`src/hdl/ipv4_header_parser_macros.svh`:
```
// assertion helpers for the ipv4 header parser
// each expects clk and rst_n in scope
`ifndef IPV4_HEADER_PARSER_MACROS_SVH
`define IPV4_HEADER_PARSER_MACROS_SVH

// same-cycle implication
`define IPHP_ASSERT_IMPL(name, ante, cons) \
  name: assert property (@(posedge clk) disable iff (!rst_n) (ante) |-> (cons)) \
    else $error("ipv4 header parser check failed");

// next-cycle implication
`define IPHP_ASSERT_NEXT(name, ante, cons) \
  name: assert property (@(posedge clk) disable iff (!rst_n) (ante) |=> (cons)) \
    else $error("ipv4 header parser check failed");

`endif

```
`src/hdl/iphp_pkg.sv`:
```
`timescale 1ns / 1ps

package iphp_pkg;

  typedef enum logic [1:0] {
    ST_OK    = 2'd0,
    ST_CUT   = 2'd1,
    ST_TRUNC = 2'd2,
    ST_BAD   = 2'd3
  } status_t;

  // byte positions inside the base header
  localparam logic [15:0] IDX_VER_IHL   = 16'd0;
  localparam logic [15:0] IDX_LEN_HI    = 16'd2;
  localparam logic [15:0] IDX_LEN_LO    = 16'd3;
  localparam logic [15:0] IDX_ID_HI     = 16'd4;
  localparam logic [15:0] IDX_ID_LO     = 16'd5;
  localparam logic [15:0] IDX_FF_HI     = 16'd6;
  localparam logic [15:0] IDX_FF_LO     = 16'd7;
  localparam logic [15:0] IDX_TTL       = 16'd8;
  localparam logic [15:0] IDX_PROTO     = 16'd9;
  localparam logic [15:0] IDX_CK_HI     = 16'd10;
  localparam logic [15:0] IDX_CK_LO     = 16'd11;
  localparam logic [15:0] IDX_SRC_FIRST = 16'd12;
  localparam logic [15:0] IDX_SRC_LAST  = 16'd15;
  localparam logic [15:0] IDX_DST_FIRST = 16'd16;
  localparam logic [15:0] IDX_DST_LAST  = 16'd19;

  localparam logic [15:0] BASE_HEADER_BYTES = 16'd20;
  localparam logic [15:0] COUNT_MAX         = 16'hFFFF;
  localparam logic [3:0]  VER_IPV4          = 4'd4;
  localparam logic [3:0]  MIN_IHL           = 4'd5;

  // one finished capture, handed from front to back
  typedef struct packed {
    logic [15:0] cap;
    logic [15:0] base_offset;
    logic [7:0]  version_ihl;
    logic [15:0] total_len;
    logic [15:0] ident;
    logic [15:0] flags_frag;
    logic [7:0]  ttl;
    logic [7:0]  proto;
    logic [15:0] checksum;
    logic [31:0] src;
    logic [31:0] dst;
  } hdr_rec_t;

endpackage

```
`src/hdl/iphp_front.sv`:
```
`timescale 1ns / 1ps

module iphp_front (
  input  logic              clk,
  input  logic              rst_n,
  input  logic              in_tvalid,
  output logic              in_tready,
  input  logic [23:0]       in_tdata,
  input  logic              in_tuser,
  input  logic              in_tlast,
  output logic              push_valid,
  input  logic              push_ready,
  output iphp_pkg::hdr_rec_t push_rec
);

  logic [15:0] byte_count_r, byte_count_nxt;
  logic [15:0] base_offset_r, base_offset_nxt;
  logic [7:0]  version_ihl_r, version_ihl_nxt;
  logic [15:0] length_r, length_nxt;
  logic [15:0] ident_r, ident_nxt;
  logic [15:0] flags_r, flags_nxt;
  logic [7:0]  ttl_r, ttl_nxt;
  logic [7:0]  proto_r, proto_nxt;
  logic [15:0] cksum_r, cksum_nxt;
  logic [31:0] src_r, src_nxt;
  logic [31:0] dst_r, dst_nxt;
  logic [15:0] idx;
  logic [15:0] count_inc;
  logic [7:0]  b;
  logic        accept;

  assign b         = in_tdata[7:0];
  assign in_tready = push_ready;
  assign accept    = in_tvalid && push_ready;
  assign push_valid = in_tvalid && in_tlast;

  always_comb begin
    // first byte restarts the count and clears the captured header
    if (in_tuser) begin
      idx             = '0;
      base_offset_nxt = in_tdata[23:8];
      version_ihl_nxt = '0;
      length_nxt      = '0;
      ident_nxt       = '0;
      flags_nxt       = '0;
      ttl_nxt         = '0;
      proto_nxt       = '0;
      cksum_nxt       = '0;
      src_nxt         = '0;
      dst_nxt         = '0;
    end else begin
      idx             = byte_count_r;
      base_offset_nxt = base_offset_r;
      version_ihl_nxt = version_ihl_r;
      length_nxt      = length_r;
      ident_nxt       = ident_r;
      flags_nxt       = flags_r;
      ttl_nxt         = ttl_r;
      proto_nxt       = proto_r;
      cksum_nxt       = cksum_r;
      src_nxt         = src_r;
      dst_nxt         = dst_r;
    end

    case (idx)
      iphp_pkg::IDX_VER_IHL: version_ihl_nxt = b;
      iphp_pkg::IDX_LEN_HI,
      iphp_pkg::IDX_LEN_LO:  length_nxt = {length_nxt[7:0], b};
      iphp_pkg::IDX_ID_HI,
      iphp_pkg::IDX_ID_LO:   ident_nxt = {ident_nxt[7:0], b};
      iphp_pkg::IDX_FF_HI,
      iphp_pkg::IDX_FF_LO:   flags_nxt = {flags_nxt[7:0], b};
      iphp_pkg::IDX_TTL:     ttl_nxt = b;
      iphp_pkg::IDX_PROTO:   proto_nxt = b;
      iphp_pkg::IDX_CK_HI,
      iphp_pkg::IDX_CK_LO:   cksum_nxt = {cksum_nxt[7:0], b};
      default: begin
        if (idx inside {[iphp_pkg::IDX_SRC_FIRST:iphp_pkg::IDX_SRC_LAST]}) begin
          src_nxt = {src_nxt[23:0], b};
        end else if (idx inside {[iphp_pkg::IDX_DST_FIRST:iphp_pkg::IDX_DST_LAST]}) begin
          dst_nxt = {dst_nxt[23:0], b};
        end
      end
    endcase

    // saturating byte counter
    count_inc = (idx == iphp_pkg::COUNT_MAX) ? idx : idx + 16'd1;
    byte_count_nxt = in_tlast ? '0 : count_inc;
  end

  always_comb begin
    push_rec.cap         = count_inc;
    push_rec.base_offset = base_offset_nxt;
    push_rec.version_ihl = version_ihl_nxt;
    push_rec.total_len   = length_nxt;
    push_rec.ident       = ident_nxt;
    push_rec.flags_frag  = flags_nxt;
    push_rec.ttl         = ttl_nxt;
    push_rec.proto       = proto_nxt;
    push_rec.checksum    = cksum_nxt;
    push_rec.src         = src_nxt;
    push_rec.dst         = dst_nxt;
  end

  always_ff @(posedge clk) begin
    if (!rst_n) begin
      byte_count_r  <= '0;
      base_offset_r <= '0;
      version_ihl_r <= '0;
      length_r      <= '0;
      ident_r       <= '0;
      flags_r       <= '0;
      ttl_r         <= '0;
      proto_r       <= '0;
      cksum_r       <= '0;
      src_r         <= '0;
      dst_r         <= '0;
    end else if (accept) begin
      byte_count_r  <= byte_count_nxt;
      base_offset_r <= base_offset_nxt;
      version_ihl_r <= version_ihl_nxt;
      length_r      <= length_nxt;
      ident_r       <= ident_nxt;
      flags_r       <= flags_nxt;
      ttl_r         <= ttl_nxt;
      proto_r       <= proto_nxt;
      cksum_r       <= cksum_nxt;
      src_r         <= src_nxt;
      dst_r         <= dst_nxt;
    end
  end

endmodule

```
`src/hdl/iphp_queue.sv`:
```
`timescale 1ns / 1ps

module iphp_queue #(
  parameter int DEPTH = 2
) (
  input  logic               clk,
  input  logic               rst_n,
  input  logic               push_valid,
  output logic               push_ready,
  input  iphp_pkg::hdr_rec_t push_rec,
  output logic               pop_valid,
  input  logic               pop_ready,
  output iphp_pkg::hdr_rec_t pop_rec
);

  localparam int PTR_W = (DEPTH > 1) ? $clog2(DEPTH) : 1;
  localparam int CNT_W = $clog2(DEPTH + 1);

  iphp_pkg::hdr_rec_t entry_r [DEPTH];
  logic [PTR_W-1:0] wr_ptr_r, wr_ptr_nxt;
  logic [PTR_W-1:0] rd_ptr_r, rd_ptr_nxt;
  logic [CNT_W-1:0] count_r, count_nxt;
  logic             do_push, do_pop;

  assign push_ready = (count_r != CNT_W'(DEPTH));
  assign pop_valid  = (count_r != '0);
  assign pop_rec    = entry_r[rd_ptr_r];
  assign do_push    = push_valid && push_ready;
  assign do_pop     = pop_valid && pop_ready;

  always_comb begin
    wr_ptr_nxt = wr_ptr_r;
    rd_ptr_nxt = rd_ptr_r;
    count_nxt  = count_r;
    if (do_push) begin
      wr_ptr_nxt = (wr_ptr_r == PTR_W'(DEPTH - 1)) ? '0 : wr_ptr_r + 1'b1;
    end
    if (do_pop) begin
      rd_ptr_nxt = (rd_ptr_r == PTR_W'(DEPTH - 1)) ? '0 : rd_ptr_r + 1'b1;
    end
    if (do_push && !do_pop) begin
      count_nxt = count_r + 1'b1;
    end else if (do_pop && !do_push) begin
      count_nxt = count_r - 1'b1;
    end
  end

  always_ff @(posedge clk) begin
    if (!rst_n) begin
      wr_ptr_r <= '0;
      rd_ptr_r <= '0;
      count_r  <= '0;
    end else begin
      wr_ptr_r <= wr_ptr_nxt;
      rd_ptr_r <= rd_ptr_nxt;
      count_r  <= count_nxt;
    end
  end

  always_ff @(posedge clk) begin
    if (do_push) begin
      entry_r[wr_ptr_r] <= push_rec;
    end
  end

endmodule

```
`src/hdl/iphp_back.sv`:
```
`timescale 1ns / 1ps

module iphp_back (
  input  logic               clk,
  input  logic               rst_n,
  input  logic               pop_valid,
  output logic               pop_ready,
  input  iphp_pkg::hdr_rec_t pop_rec,
  output logic               out_tvalid,
  input  logic               out_tready,
  output logic [183:0]       out_tdata,
  output logic [1:0]         out_tuser
);

  logic                  out_valid_r;
  iphp_pkg::status_t     status_r, status_nxt;
  logic [15:0]           offset_r, offset_nxt;
  logic [5:0]            hbytes_r, hbytes_nxt;
  logic [15:0]           total_r, total_nxt;
  logic [15:0]           ident_r, ident_nxt;
  logic [14:0]           frag_r, frag_nxt;
  logic [7:0]            ttl_r, ttl_nxt;
  logic [7:0]            proto_r, proto_nxt;
  logic [15:0]           cksum_r, cksum_nxt;
  logic [31:0]           src_r, src_nxt;
  logic [31:0]           dst_r, dst_nxt;
  logic [15:0]           payload_r, payload_nxt;

  logic [3:0]  ihl;
  logic [5:0]  hl;
  logic [15:0] hl_w;
  logic [16:0] sum_cap, sum_two, sum_hl;
  logic [15:0] off_cap, off_two, off_hl;
  logic [15:0] avail;
  logic        do_pop;

  assign pop_ready = !out_valid_r || out_tready;
  assign do_pop    = pop_valid && pop_ready;

  always_comb begin
    ihl  = pop_rec.version_ihl[3:0];
    hl   = {ihl, 2'b00};
    hl_w = {10'd0, hl};

    sum_cap = {1'b0, pop_rec.base_offset} + {1'b0, pop_rec.cap};
    sum_two = {1'b0, pop_rec.base_offset} + 17'd2;
    sum_hl  = {1'b0, pop_rec.base_offset} + {1'b0, hl_w};
    off_cap = sum_cap[16] ? iphp_pkg::COUNT_MAX : sum_cap[15:0];
    off_two = sum_two[16] ? iphp_pkg::COUNT_MAX : sum_two[15:0];
    off_hl  = sum_hl[16]  ? iphp_pkg::COUNT_MAX : sum_hl[15:0];
    avail   = (pop_rec.cap < pop_rec.total_len) ? pop_rec.cap : pop_rec.total_len;

    status_nxt  = iphp_pkg::ST_OK;
    offset_nxt  = off_hl;
    hbytes_nxt  = '0;
    total_nxt   = '0;
    ident_nxt   = '0;
    frag_nxt    = '0;
    ttl_nxt     = '0;
    proto_nxt   = '0;
    cksum_nxt   = '0;
    src_nxt     = '0;
    dst_nxt     = '0;
    payload_nxt = '0;

    if (pop_rec.cap < iphp_pkg::BASE_HEADER_BYTES) begin
      status_nxt = iphp_pkg::ST_TRUNC;
      offset_nxt = off_cap;
    end else if (pop_rec.version_ihl[7:4] != iphp_pkg::VER_IPV4 ||
                 ihl < iphp_pkg::MIN_IHL) begin
      status_nxt = iphp_pkg::ST_BAD;
      offset_nxt = pop_rec.base_offset;
    end else if (pop_rec.total_len < hl_w) begin
      status_nxt = iphp_pkg::ST_BAD;
      offset_nxt = off_two;
    end else if (pop_rec.cap < hl_w) begin
      status_nxt = iphp_pkg::ST_TRUNC;
      offset_nxt = off_cap;
    end else begin
      status_nxt  = (pop_rec.cap < pop_rec.total_len) ? iphp_pkg::ST_CUT : iphp_pkg::ST_OK;
      hbytes_nxt  = hl;
      total_nxt   = pop_rec.total_len;
      ident_nxt   = pop_rec.ident;
      frag_nxt    = pop_rec.flags_frag[14:0];
      ttl_nxt     = pop_rec.ttl;
      proto_nxt   = pop_rec.proto;
      cksum_nxt   = pop_rec.checksum;
      src_nxt     = pop_rec.src;
      dst_nxt     = pop_rec.dst;
      payload_nxt = avail - hl_w;
    end
  end

  always_ff @(posedge clk) begin
    if (!rst_n) begin
      out_valid_r <= 1'b0;
    end else if (do_pop) begin
      out_valid_r <= 1'b1;
    end else if (out_tready) begin
      out_valid_r <= 1'b0;
    end
  end

  always_ff @(posedge clk) begin
    if (do_pop) begin
      status_r  <= status_nxt;
      offset_r  <= offset_nxt;
      hbytes_r  <= hbytes_nxt;
      total_r   <= total_nxt;
      ident_r   <= ident_nxt;
      frag_r    <= frag_nxt;
      ttl_r     <= ttl_nxt;
      proto_r   <= proto_nxt;
      cksum_r   <= cksum_nxt;
      src_r     <= src_nxt;
      dst_r     <= dst_nxt;
      payload_r <= payload_nxt;
    end
  end

  assign out_tvalid = out_valid_r;
  assign out_tuser  = status_r;
  assign out_tdata  = {3'b000, payload_r, dst_r, src_r, cksum_r, proto_r, ttl_r,
                       frag_r, ident_r, total_r, hbytes_r, offset_r};

endmodule

```
`src/hdl/ipv4_header_parser.sv`:
```
`timescale 1ns / 1ps
// channel | dir | tdata (lsb first)                                  | tuser      | tlast
// in_     | in  | data_byte[7:0], network_offset[23:8]               | first_byte | last_byte
// out_    | out | report_offset, header_bytes, datagram_length,      | status     | -
//         |     | ident, fragment_info, time_to_live, upper_protocol,|            |
//         |     | checksum_field, src and dst address,               |            |
//         |     | payload_bytes, zero pad to 184 bits                |            |
//
// one input beat per cycle while in_tready is high; the capture front takes a byte every clock unless the queue is full
// after its last byte a result is registered in the queue, then in the output register
// rst_n is synchronous; it clears the byte counter, header registers and queue
// in_tready falls only when the result queue is full, i.e. the output is held off

module ipv4_header_parser #(
  parameter int QUEUE_DEPTH = 2
) (
  input  logic         clk,
  input  logic         rst_n,
  input  logic         in_tvalid,
  output logic         in_tready,
  input  logic [23:0]  in_tdata,   // data_byte[7:0], network_offset[23:8]
  input  logic         in_tuser,   // first_byte
  input  logic         in_tlast,   // last_byte
  output logic         out_tvalid,
  input  logic         out_tready,
  output logic [183:0] out_tdata,  // report_offset[15:0], header_bytes[21:16],
                                   // datagram_length[37:22], ident[53:38],
                                   // fragment_info[68:54], time_to_live[76:69],
                                   // upper_protocol[84:77], checksum_field[100:85],
                                   // src_addr[132:101],
                                   // dst_addr[164:133],
                                   // payload_bytes[180:165], zero pad above
  output logic [1:0]   out_tuser   // status
);

  // front to queue
  logic               push_valid;
  logic               push_ready;
  iphp_pkg::hdr_rec_t push_rec;

  // queue to back
  logic               pop_valid;
  logic               pop_ready;
  iphp_pkg::hdr_rec_t pop_rec;

  // result classes and used length, for the checks below
  logic               out_is_err;
  logic               out_is_ok;
  logic [16:0]        out_used_len;

  // front: counts bytes and shifts the base header in, hands over at the last byte
  iphp_front u_front (
    .clk        (clk),
    .rst_n      (rst_n),
    .in_tvalid  (in_tvalid),
    .in_tready  (in_tready),
    .in_tdata   (in_tdata),
    .in_tuser   (in_tuser),
    .in_tlast   (in_tlast),
    .push_valid (push_valid),
    .push_ready (push_ready),
    .push_rec   (push_rec)
  );

  // short queue of finished captures so front and back stall apart
  iphp_queue #(
    .DEPTH (QUEUE_DEPTH)
  ) u_queue (
    .clk        (clk),
    .rst_n      (rst_n),
    .push_valid (push_valid),
    .push_ready (push_ready),
    .push_rec   (push_rec),
    .pop_valid  (pop_valid),
    .pop_ready  (pop_ready),
    .pop_rec    (pop_rec)
  );

  // back: status checks, saturating offsets and the output register
  iphp_back u_back (
    .clk        (clk),
    .rst_n      (rst_n),
    .pop_valid  (pop_valid),
    .pop_ready  (pop_ready),
    .pop_rec    (pop_rec),
    .out_tvalid (out_tvalid),
    .out_tready (out_tready),
    .out_tdata  (out_tdata),
    .out_tuser  (out_tuser)
  );

  assign out_is_err   = out_tvalid && (out_tuser == iphp_pkg::ST_TRUNC ||
                                       out_tuser == iphp_pkg::ST_BAD);
  assign out_is_ok    = out_tvalid && (out_tuser == iphp_pkg::ST_OK ||
                                       out_tuser == iphp_pkg::ST_CUT);
  assign out_used_len = {1'b0, out_tdata[180:165]} + {11'd0, out_tdata[21:16]};

`include "ipv4_header_parser_macros.svh"

  // a full queue always has something to hand over
  `IPHP_ASSERT_IMPL(a_full_not_empty, !push_ready, pop_valid)

  // error results carry nothing but status and offset
  `IPHP_ASSERT_IMPL(a_err_fields_zero, out_is_err, out_tdata[180:16] == '0)

  // on success the payload and header fit inside the total length
  `IPHP_ASSERT_IMPL(a_ok_len_fits, out_is_ok, out_used_len <= {1'b0, out_tdata[37:22]})

  // with the output held, a full queue stays full
  `IPHP_ASSERT_NEXT(a_full_holds, !push_ready && out_tvalid && !out_tready, !push_ready)

endmodule
```
`config.mk`:
```
export PLATFORM = sky130hd
export DESIGN_NAME = ipv4_header_parser
export DESIGN_NICKNAME = d
export VERILOG_FILES = /design/src/hdl/iphp_pkg.sv /design/src/hdl/iphp_front.sv /design/src/hdl/iphp_queue.sv /design/src/hdl/iphp_back.sv /design/src/hdl/ipv4_header_parser.sv
export VERILOG_INCLUDE_DIRS = /design/src /design/src/hdl
export SDC_FILE = /design/constraint.sdc
export NUM_CORES = 1
export LEC_CHECK = 0
export ABC_AREA = 1
export BUFFER_PORTS_ARGS = -buffer_cell sky130_fd_sc_hd__buf_2
export CAP_MARGIN = 40
export CORE_ASPECT_RATIO = 0.9
export CORE_MARGIN = 1.5
export CORE_UTILIZATION = 50
export CTS_CLUSTER_SIZE = 16
export DETAILED_ROUTE_END_ITERATION = 8
export GPL_ROUTABILITY_DRIVEN = 0
export GPL_TIMING_DRIVEN = 0
export PLACE_DENSITY_LB_ADDON = 0.25
export SYNTH_ARGS = -nofsm -noshare
export SYNTH_HDL_FRONTEND = slang
export SYNTH_SLANG_ARGS = --single-unit
```
`constraint.sdc`:
```
create_clock -name clk -period 11.4 [get_ports clk]
set_clock_uncertainty 0.05 [all_clocks]
set_input_delay 0 -clock clk [delete_from_list [all_inputs] [get_ports clk]]
set_output_delay 0 -clock clk [all_outputs]
set_load 0.05 [all_outputs]
```
# == Word-level counts from Yosys, hierarchy flattened ==
# Memories as Yosys holds them, arrays and structs flattened. A register that Yosys moved wholly into a read port is not among the register bits.
# Cells that the tools add are included.
# totals
in_bits,30
ramBits,368
register_bits,372
wordCells,132
n_memories,1
out_inout_bits,188
# classes
mux,47
n_eq_ne,13
order_cmp,9
n_reduce_logical,24
add_sub_neg,9
# memory_table
name,depth,width,read_ports,rd_ports_with_merged_regs,write_ports,line_no,text
u_queue.entry_r,2,184,1,1,1,iphp_queue.sv:19,iphp_pkg::hdr_rec_t entry_r [DEPTH];
# ops
op,n
two-way mux 16 bit,20
two-way mux 32 bit,7
equality test 16 x 3 -> 1 bit (second input constant),4
equality test 16 x 4 -> 1 bit (second input constant),4
two-way mux 8 bit,6
equality test 16 x 2 -> 1 bit (second input constant),2
less-than comparator 16 x 6 -> 1 bit,2
adder 16 x 16 -> 17 bit,1
adder 16 x 2 -> 17 bit (second input constant),1
adder 16 x 6 -> 17 bit,1
adder 16 x 1 -> 16 bit (second input constant),1
equality test 16 bit (second input constant),1
greater-or-equal comparator 16 x 4 -> 1 bit (second input constant),1
greater-or-equal comparator 16 x 5 -> 1 bit (second input constant),1
less-or-equal comparator 16 x 4 -> 1 bit (second input constant),1
less-or-equal comparator 16 x 5 -> 1 bit (second input constant),1
logical NOT 16 bit,1
less-than comparator 16 bit,1
less-than comparator 16 x 5 -> 1 bit (second input constant),1
subtractor 16 x 6 -> 16 bit,1
two-way mux 1 bit,12
OR reduction 11 bit,1
logical AND 1 bit,8
OR reduction 2 bit,4
12 further kinds,19

# == Logic depth before layout (Yosys ltp) ==
# Gate-level depths: netlist (run 1).
# depth
depth_word,6
depth_mapped,31
ltp_nobuf,28

# == Hierarchy ==
# A second synthesis (run 1) with hierarchy kept.
# hier_totals
cells_unflattened,3673
hier_area_um2,35032.3
# modules_own_cells
mod,cells_each,area_each_um2,n_inst,seq_area_each_um2
iphp_queue,609,13568.0,1,11150.7
iphp_front,1906,11154.4,1,3683.5
iphp_back,1158,10309.9,1,5455.2

# == Worst setup path before layout (run 1) ==
# No wires, ideal clock.
# synth_timing
path_type,flip-flop to flip-flop
from,register u_back.out_valid_r (netlist: u_back.out_tvalid)
to,register u_queue.count_r[1]
setup_ns,0.122
path_slack_ns,0.443
n_path_buf,0
required_ns,11.228
stages_incl_launch_ff,10
synth_period_minus_slack_ns,10.957
arrival_ns,10.785
cell_sequence,dfxtp_1 inv_1 nor2_1 a21oi_1 inv_1 ha_1 a21oi_1 o21ai_0 o21ai_0 a21oi_1
# synth_between
elab_chain_cells,6
elab_cells_between_ends,8
classes_between,mux: 1; reduce/logical: 7
# synth_rtl
element,line_no,text
"start, declared",iphp_back.sv:15,logic out_valid_r;
"start signal, assigned",iphp_back.sv:96,out_valid_r <= 1'b0;
"start signal, assigned",iphp_back.sv:98,out_valid_r <= 1'b1;
"start signal, assigned",iphp_back.sv:100,out_valid_r <= 1'b0;
logical NOT 1 bit *,iphp_back.sv:37,assign pop_ready = !out_valid_r || out_tready;
logical OR 1 bit *,iphp_back.sv:37,
logical AND 1 bit *,--,
net u_back.do_pop,iphp_back.sv:35,logic do_pop;
logical NOT 1 bit,iphp_queue.sv:41,if (do_push && !do_pop) begin
logical AND 1 bit,iphp_queue.sv:41,
two-way mux 2 bit or nonzero test 2 bit (tied branches),--,
"end signal, assigned",iphp_queue.sv:56,count_r <= count_nxt;
"end, declared",iphp_queue.sv:22,"logic [CNT_W-1:0] count_r, count_nxt;"
# The timed path passes the listed nets; every way through them passes the cells marked *.
# A chain may end at the register's enable or synchronous reset.

==> impl_metrics.tcl, run 1 <==
set metrics [dict create \
    status "finished clean" \
    p_seq_frac 0.356 \
    antenna_found_initial 2 \
    crit_path_end_kind "flip-flop" \
    hold_end "u_front.ident_r[4]" \
    p_per_area_nw_per_um2 268 \
    syn-cell-area_um2 33100 \
    cts_sinks 736 \
    drcViolationCount 0 \
    initial_core_util 0.505 \
    path_common_cell "nand2_1" \
    fill_cells 5518 \
    synthToLayoutAreaGrowth_pct 16.8 \
    swShare 0.414 \
    worstHoldPathCells 4 \
    ys_seq_area_frac 0.611 \
    final_antenna_net_count 0 \
    grt_overflow_total 0 \
    p_clk_frac 0.244 \
    r2r_slack_ns 5.86 \
    leakagePower_nw 15.9 \
    vias 24800 \
    die-width_um 274 \
    post_cts_buffers 0 \
    holdBufCountCts 29 \
    cts_max_path_buffers 3 \
    cts-root-buf "clkbuf_16" \
    die_area_um2 67700 \
    final_util 0.590 \
    final_cell_area_um2 38600 \
    cts_tree "yes" \
    placed_area_um2 35800 \
    crit_fanout 10 \
    slew_viol_final 0 \
    io-pin-count 218 \
    path_delay_family "buffers and inverters" \
    hold_viol 0 \
    num-nets-final 3807 \
    cts_buffers 76 \
    firstDrtPassIters 6 \
    netlist_instances 3374 \
    min_period_ns 5.54 \
    finalCritPeriodShare 0.486 \
    yosys.area.top_type "edfxtp_1" \
    fmax_mhz 180 \
    grt_start_max_net_pins 31 \
    cp.required_ns 11.74 \
    ys_seq_elements 736 \
    clkTransAtPathRegs_ns 0.06 \
    p_total_mw 10.4 \
    yosys-top-cells-count "nand2_1 (625), edfxtp_1 (547), nor2_1 (383)" \
    synth_area_per_cell_um2 9.80 \
    synth_top_area_frac 0.497 \
    clock_latency_ns 0.63 \
    cp.buffers_inverters 7 \
    max_stage_delay_ns 0.57 \
    synth_area_leaders "edfxtp_1 (50%), dfxtp_1 (11%), nand2_1 (7.1%), o21ai_0 (4.8%), nor2_1 (4.3%)" \
    rr_worst_depth 29 \
    p_int_mw 6.07 \
    wirelength_um 86000 \
    viasPerCell 5.33 \
    core_um2 65500 \
    relSlewSlack 0.406 \
    start_kind "flip-flop" \
    rsz0062_at_grt "no" \
    dpl.hpwl_um 60100 \
    setup_viol 0 \
    ys.flop_type "edfxtp_1" \
    cts_resized 0 \
    final_layout_size_suffix_gt1_frac 0.158 \
    hp-class "input port to flip-flop" \
    grt_pass1_wl_um 130000 \
    grtUsageTotal 0.252 \
    hold_start "in_tdata[4]" \
    drt_iter0_drc 2385 \
    port_buffers 211 \
    holdWs_ns 0.231 \
    crit_slowest_cell "clkbuf_1" \
    crit_arrival_ns 5.88 \
    async_flop_share 0 \
    p_sw_mw 4.30 \
    r2r_end "u_back.payload_r[13]" \
    wl_per_cell_um 18.5 \
    synth_warnings 0 \
    fp-row-count 89 \
    combPwrFrac 0.400 \
    synthDistinctLibCells 57 \
    synth_edf_count 547 \
    synth.most_common_cell "nand2_1" \
    irDropWorstVdd_uv 203 \
    crit_type "flip-flop to flip-flop" \
    grt_pass1_vias 22600 \
    worst_slew_pin_slew_ns 0.889 \
    htreeDepth 3 \
    antenna_cells 0 \
    cap_violations 0 \
    die_y_um 247 \
]
flip-flops by register name, summed over array words and instances, names as in the netlist, 32 cells and up, named ones only:
| name | flops |
|---|---|
| u_back.dst_r | 32 |
| u_back.src_r | 32 |
| u_front.dst_r | 32 |
| u_front.src_r | 32 |
| u_queue.entry_r | 366 |
cell usage in the layout, fill, tap and decap left out, drive strengths merged, types with 4 or more instances in the layout:
| cell | count |
|---|---|
| o21a | 9 |
| xor2 | 29 |
| mux2i | 6 |
| inv | 400 |
| nand3b | 9 |
| a21oi | 350 |
| dlygate4sd3 | 29 |
| nor2 | 396 |
| nand4 | 18 |
| clkbuf | 205 |
| xnor2 | 8 |
| edfxtp | 547 |
| nand3 | 91 |
| or2 | 28 |
| buf | 311 |
| ha | 51 |
| clkinvlp | 7 |
| o31ai | 9 |
| conb | 5 |
| o21bai | 4 |
| dfxtp | 189 |
| bufinv | 7 |
| clkinv | 27 |
| a31oi | 5 |
| nor3 | 18 |
| o21ai | 369 |
| nand2 | 638 |
| a211oi | 4 |
final cells by class:
type	instances	area (µm²)	share of cell area
Clock buffer	98	2120	0.0549
Inverter	398	1500	0.0388
Clock inverter	43	423	0.0110
Buffer	180	968	0.0251
Multi-Input combinational cell	2064	10400	0.270
Tap cell	864	1080	0.0280
Sequential cell	736	20200	0.523
Timing Repair Buffer	267	1900	0.0492
how the worst max path moves through the flow:
| stage | endpoint | depth (start not counted) | startpoint | slack, ns |
|---|---|---|---|---|
| finish | u_back.payload_r[13] | 29 | flip-flop | 5.86 |
| global route | u_back.payload_r[13] | 29 | flip-flop | 5.45 |
| CTS | u_back.payload_r[13] | 29 | flip-flop | 5.94 |
| detailed placement | u_back.payload_r[13] | 29 | flip-flop | 5.98 |
| global placement | u_queue.rd_ptr_r | 5 | u_back.out_tvalid | -4.30 |
| floorplan | u_queue.count_r[1] | 9 | u_back.out_tvalid | 0.44 |
power by group through the flow:
stage                     Sequential (mW)  Combinational [mW]  Clock, mW
final                                3.69                4.15       2.53
after floorplan                      4.97                1.90          0
after CTS                            3.70                4.13       2.56
after detailed placement             3.74                4.10          0
after global routing                 3.74                4.49       2.67
after global placement               3.88                3.44          0
routing by layer:
| layer | vias up | GRT usage | routed length, µm |
|---|---|---|---|
| li1 | 11900 | - | - |
| met1 | 11700 | 0.351 | 36900 |
| met2 | 953 | 0.403 | 40400 |
| met3 | 162 | 0.0376 | 5950 |
| met4 | 2 | 0.0895 | 2780 |
| met5 | - | 0 | 9 |
metrics by stage:
| step | setup slack (ns) | cells | setup TNS (ns) |
|---|---|---|---|
| floorplan | 0.443 | 3378 | 0 |
| global placement | -4.30 | 4453 | -1950.01 |
| detailed placement | 5.98 | 4480 | 0 |
| CTS | 5.94 | 4650 | 0 |
| global route | 5.45 | 4650 | 0 |
| finish | 5.86 | 4650 | 0 |
worst register-to-register path, delay by kind of cell (launching register included):
| kind | cells | cell delay (ns) |
|---|---|---|
| buf+inv | 7 | 1.83 |
| simple gates | 17 | 1.54 |
| fa+ha+maj | 2 | 0.62 |
| compound gates | 2 | 0.48 |
| mux | 1 | 0.40 |
| flops | 1 | 0.39 |
kinds of logic (layout without fill, tap and decap cells):
| family | Yosys count | count (layout) | share of synthesized area |
|---|---|---|---|
| AND/OR/NAND/NOR | 1202 | 1202 | 0.150 |
| AO/OA/AOI/OAI | 760 | 760 | 0.130 |
| flip-flops | 736 | 736 | 0.611 |
| buffers and inverters | 578 | 986 | 0.0746 |
| adder cells (fa/ha/maj) | 54 | 54 | 0.0211 |
| XOR/XNOR | 37 | 37 | 0.00980 |
| multiplexers | 6 | 6 | 0.00204 |
| other | 1 | 5 | 0.000113 |
(Power assumes the default switching activity.)
==> run 2: changes to the inputs <==
--- a/config.mk
+++ b/config.mk
@@ -6,7 +6,7 @@
 export SDC_FILE = /design/constraint.sdc
 export NUM_CORES = 1
 export LEC_CHECK = 0
-export ABC_AREA = 1
+export ABC_AREA = 0
 export BUFFER_PORTS_ARGS = -buffer_cell sky130_fd_sc_hd__buf_2
 export CAP_MARGIN = 40
 export CORE_ASPECT_RATIO = 0.9
==> constraint.sdc (replaced) <==
create_clock -name clk -period 5 [get_ports clk]
set_clock_uncertainty 0.05 [all_clocks]
set_input_delay 0 -clock clk [delete_from_list [all_inputs] [get_ports clk]]
set_output_delay 0 -clock clk [all_outputs]
set_load 0.05 [all_outputs]
==> impl_metrics.tcl, run 2 <==
set metrics [dict create \
    status "finished clean" \
    hp-class "input port to flip-flop" \
    p_per_area_nw_per_um2 542 \
    wl_met3_um 7040 \
    io-pin-count 218 \
    setup_viol 0 \
    top_layer_used "met5" \
    synth_edf_count 547 \
    grt_start_max_net_pins 61 \
    crit_fanout 10 \
    leakagePower_nw 13.4 \
    synth_top_area_frac 0.504 \
    fp-row-count 88 \
    p_int_mw 13.3 \
    drcViolationCount 0 \
    netlist_instances 2778 \
    crit_path_end_kind "flip-flop" \
    drt-met1-wl_um 35700 \
    viasPerCell 5.79 \
    p_seq_frac 0.370 \
    crit_arrival_ns 5.26 \
    final_util 0.600 \
    vias 23500 \
    cts_buffers 74 \
    cts_tree "yes" \
    dpl.hpwl_um 59200 \
    htreeDepth 3 \
    yosys.area.top_type "edfxtp_1" \
    clock_latency_ns 0.63 \
    num-nets-final 3221 \
    wirelength_um 84600 \
    drt_iter0_drc 2495 \
    p_sw_mw 7.59 \
    synthDistinctLibCells 84 \
    top_register "u_queue.entry_r" \
    multiInputGateArea_um2 11700 \
    finalCritPeriodShare 0.986 \
    core_um2 64300 \
    cap_violations 0 \
    port_buffers 210 \
    hold_viol 0 \
    syn-cell-area_um2 32600 \
    start_kind "flip-flop" \
    cts_max_path_buffers 3 \
    cp.required_ns 5.33 \
    grtUsageTotal 0.251 \
    die_y_um 245 \
    r2r_slack_ns 0.07 \
    mostFrequentLayoutCells "edfxtp_1 (547), nand2_1 (394), buf_2 (232)" \
    cts-root-buf "clkbuf_16" \
    ys_seq_area_frac 0.621 \
    slew_viol_final 0 \
    irDropWorstVdd_uv 439 \
    final.setup.tns_ns 0 \
    final_antenna_net_count 0 \
    swShare 0.363 \
    die-width_um 272 \
    grt_pass1_wl_um 130000 \
    pre_cts_slack_ns -1.17 \
    final_layout_size_suffix_gt1_frac 0.168 \
    antenna_found_initial 7 \
    crit_type "flip-flop to flip-flop" \
    async_flop_share 0 \
    endpoint "u_back.payload_r[13]" \
    clkTransAtPathRegs_ns 0.06 \
    synthToLayoutAreaGrowth_pct 18.6 \
    synth_warnings 0 \
    wl_met2_um 38800 \
    seq_area_um2 20200 \
    combPwrFrac 0.356 \
    p_clk_frac 0.273 \
    worst_slew_pin_slew_ns 1.07 \
    firstDrtPassIters 8 \
    rr_worst_depth 25 \
    ys.flop_type "edfxtp_1" \
    synth_area_per_cell_um2 11.7 \
    wl_per_cell_um 20.9 \
    fill_cells 5062 \
    fin_ws_ns 0.0715 \
    ys_seq_elements 736 \
    die_area_um2 66700 \
    final_common_cell "edfxtp_1" \
    largest_reg_flops 366 \
    r2r_end "u_back.payload_r[13]" \
    synth_area_leaders "edfxtp_1 (50%), dfxtp_1 (12%), mux2i_1 (5.6%), nand2_1 (4.6%), nor2_1 (2.7%)" \
    grt_overflow_total 0 \
    holdWs_ns 0.0283 \
    cts_sinks 736 \
    synth.most_common_cell "edfxtp_1" \
    initial_core_util 0.506 \
    grt_pass1_vias 23200 \
    fmax_mhz 203 \
    yosys-top-cells-count "edfxtp_1 (547), nand2_1 (395), nor2_1 (235)" \
    min_period_ns 4.93 \
    relSlewSlack 0.285 \
]
## run 2: worst min-delay path by stage
stage	end	cells past startpoint	from	slack, ns
finish	u_queue.entry_r[0][119]	3	in_tdata[7]	0.03
global route	u_queue.entry_r[0][95]	3	in_tdata[7]	0.02
CTS	u_queue.entry_r[0][95]	3	in_tdata[7]	0.002
detailed placement	u_queue.entry_r[1][164]	2	in_tdata[20]	0.30
floorplan	u_queue.entry_r[0][152]	1	in_tdata[8]	0.20
global placement	u_queue.entry_r[0][164]	2	in_tdata[20]	0.29
## run 2: layout make-up
type                       count  share of cell area
sequential                   736               0.524
clock inverter                30              0.0109
buffer                       171              0.0232
inverter                      48             0.00467
multi-input combinational   1825               0.304
clock buffer                 107              0.0546
timing repair buffer         281              0.0508
tap                          855              0.0277
antenna                        3            0.000194
## run 2: power groups by stage
stage               Combinational [mW]  Sequential (mW)  Clock (mW)
finish                            7.45             7.75        5.72
global route                      7.83             7.82        6.04
CTS                               7.25             7.75        5.82
detailed placement                6.76             7.87           0
global placement                  6.43             7.99           0
floorplan                         3.11             9.74           0
## run 2: routing by layer
layer | vias to the layer above | global-route usage
met5 | - | 0
met1 | 11400 | 0.346
met2 | 1087 | 0.401
li1 | 10800 | -
met4 | 6 | 0.0900
met3 | 204 | 0.0441
## run 2: cell families (layout without fill, tap and decap cells)
group,after synthesis,count (layout),share of synthesized area
AND/OR/NAND/NOR,963,963,0.136
flip-flops,736,736,0.621
AO/OA/AOI/OAI,526,526,0.107
multiplexers,226,226,0.0711
buffers and inverters,221,637,0.0304
adder cells (fa/ha/maj),54,54,0.0214
XOR/XNOR,51,51,0.0137
other,1,8,0.000115
## run 2: what timing repair did
action                                 4_1_cts  5_1_grt
resized for setup                           51       25
hold buffers                                24        0
setup endpoints to repair                  149       11
endpoints found under the hold margin       73        0
pin swaps                                   16       14
setup buffers                               23        4
gates cloned                                 1        0
## run 2: worst max-delay path, stage by stage, from the launching register on
cell       delay (ns)
dfxtp_4          0.36
buf_12           0.12
buf_12           0.12
buf_12           0.12
buf_12           0.14
buf_12           0.14
mux2_4           0.34
ha_4             0.27
nand2_2          0.06
o22ai_2          0.07
o41ai_2          0.21
o2111ai_1        0.18
a311oi_2         0.40
buf_6            0.18
mux2i_4          0.22
inv_1            0.06
ha_1             0.30
nor2b_4          0.14
o21ai_4          0.18
a21boi_4         0.09
buf_8            0.14
buf_8            0.13
nor4b_4          0.31
xor2_1           0.11
mux2i_1          0.15
nor2_1           0.06
## run 2: stage by stage
step                cells  instance area (µm²)  power, mW
floorplan            2782                32700       12.9
finish               4056                38600       20.9
detailed placement   3866                35200       14.6
global route         4054                38600       21.7
global placement     3847                34800       14.4
CTS                  4051                38500       20.8
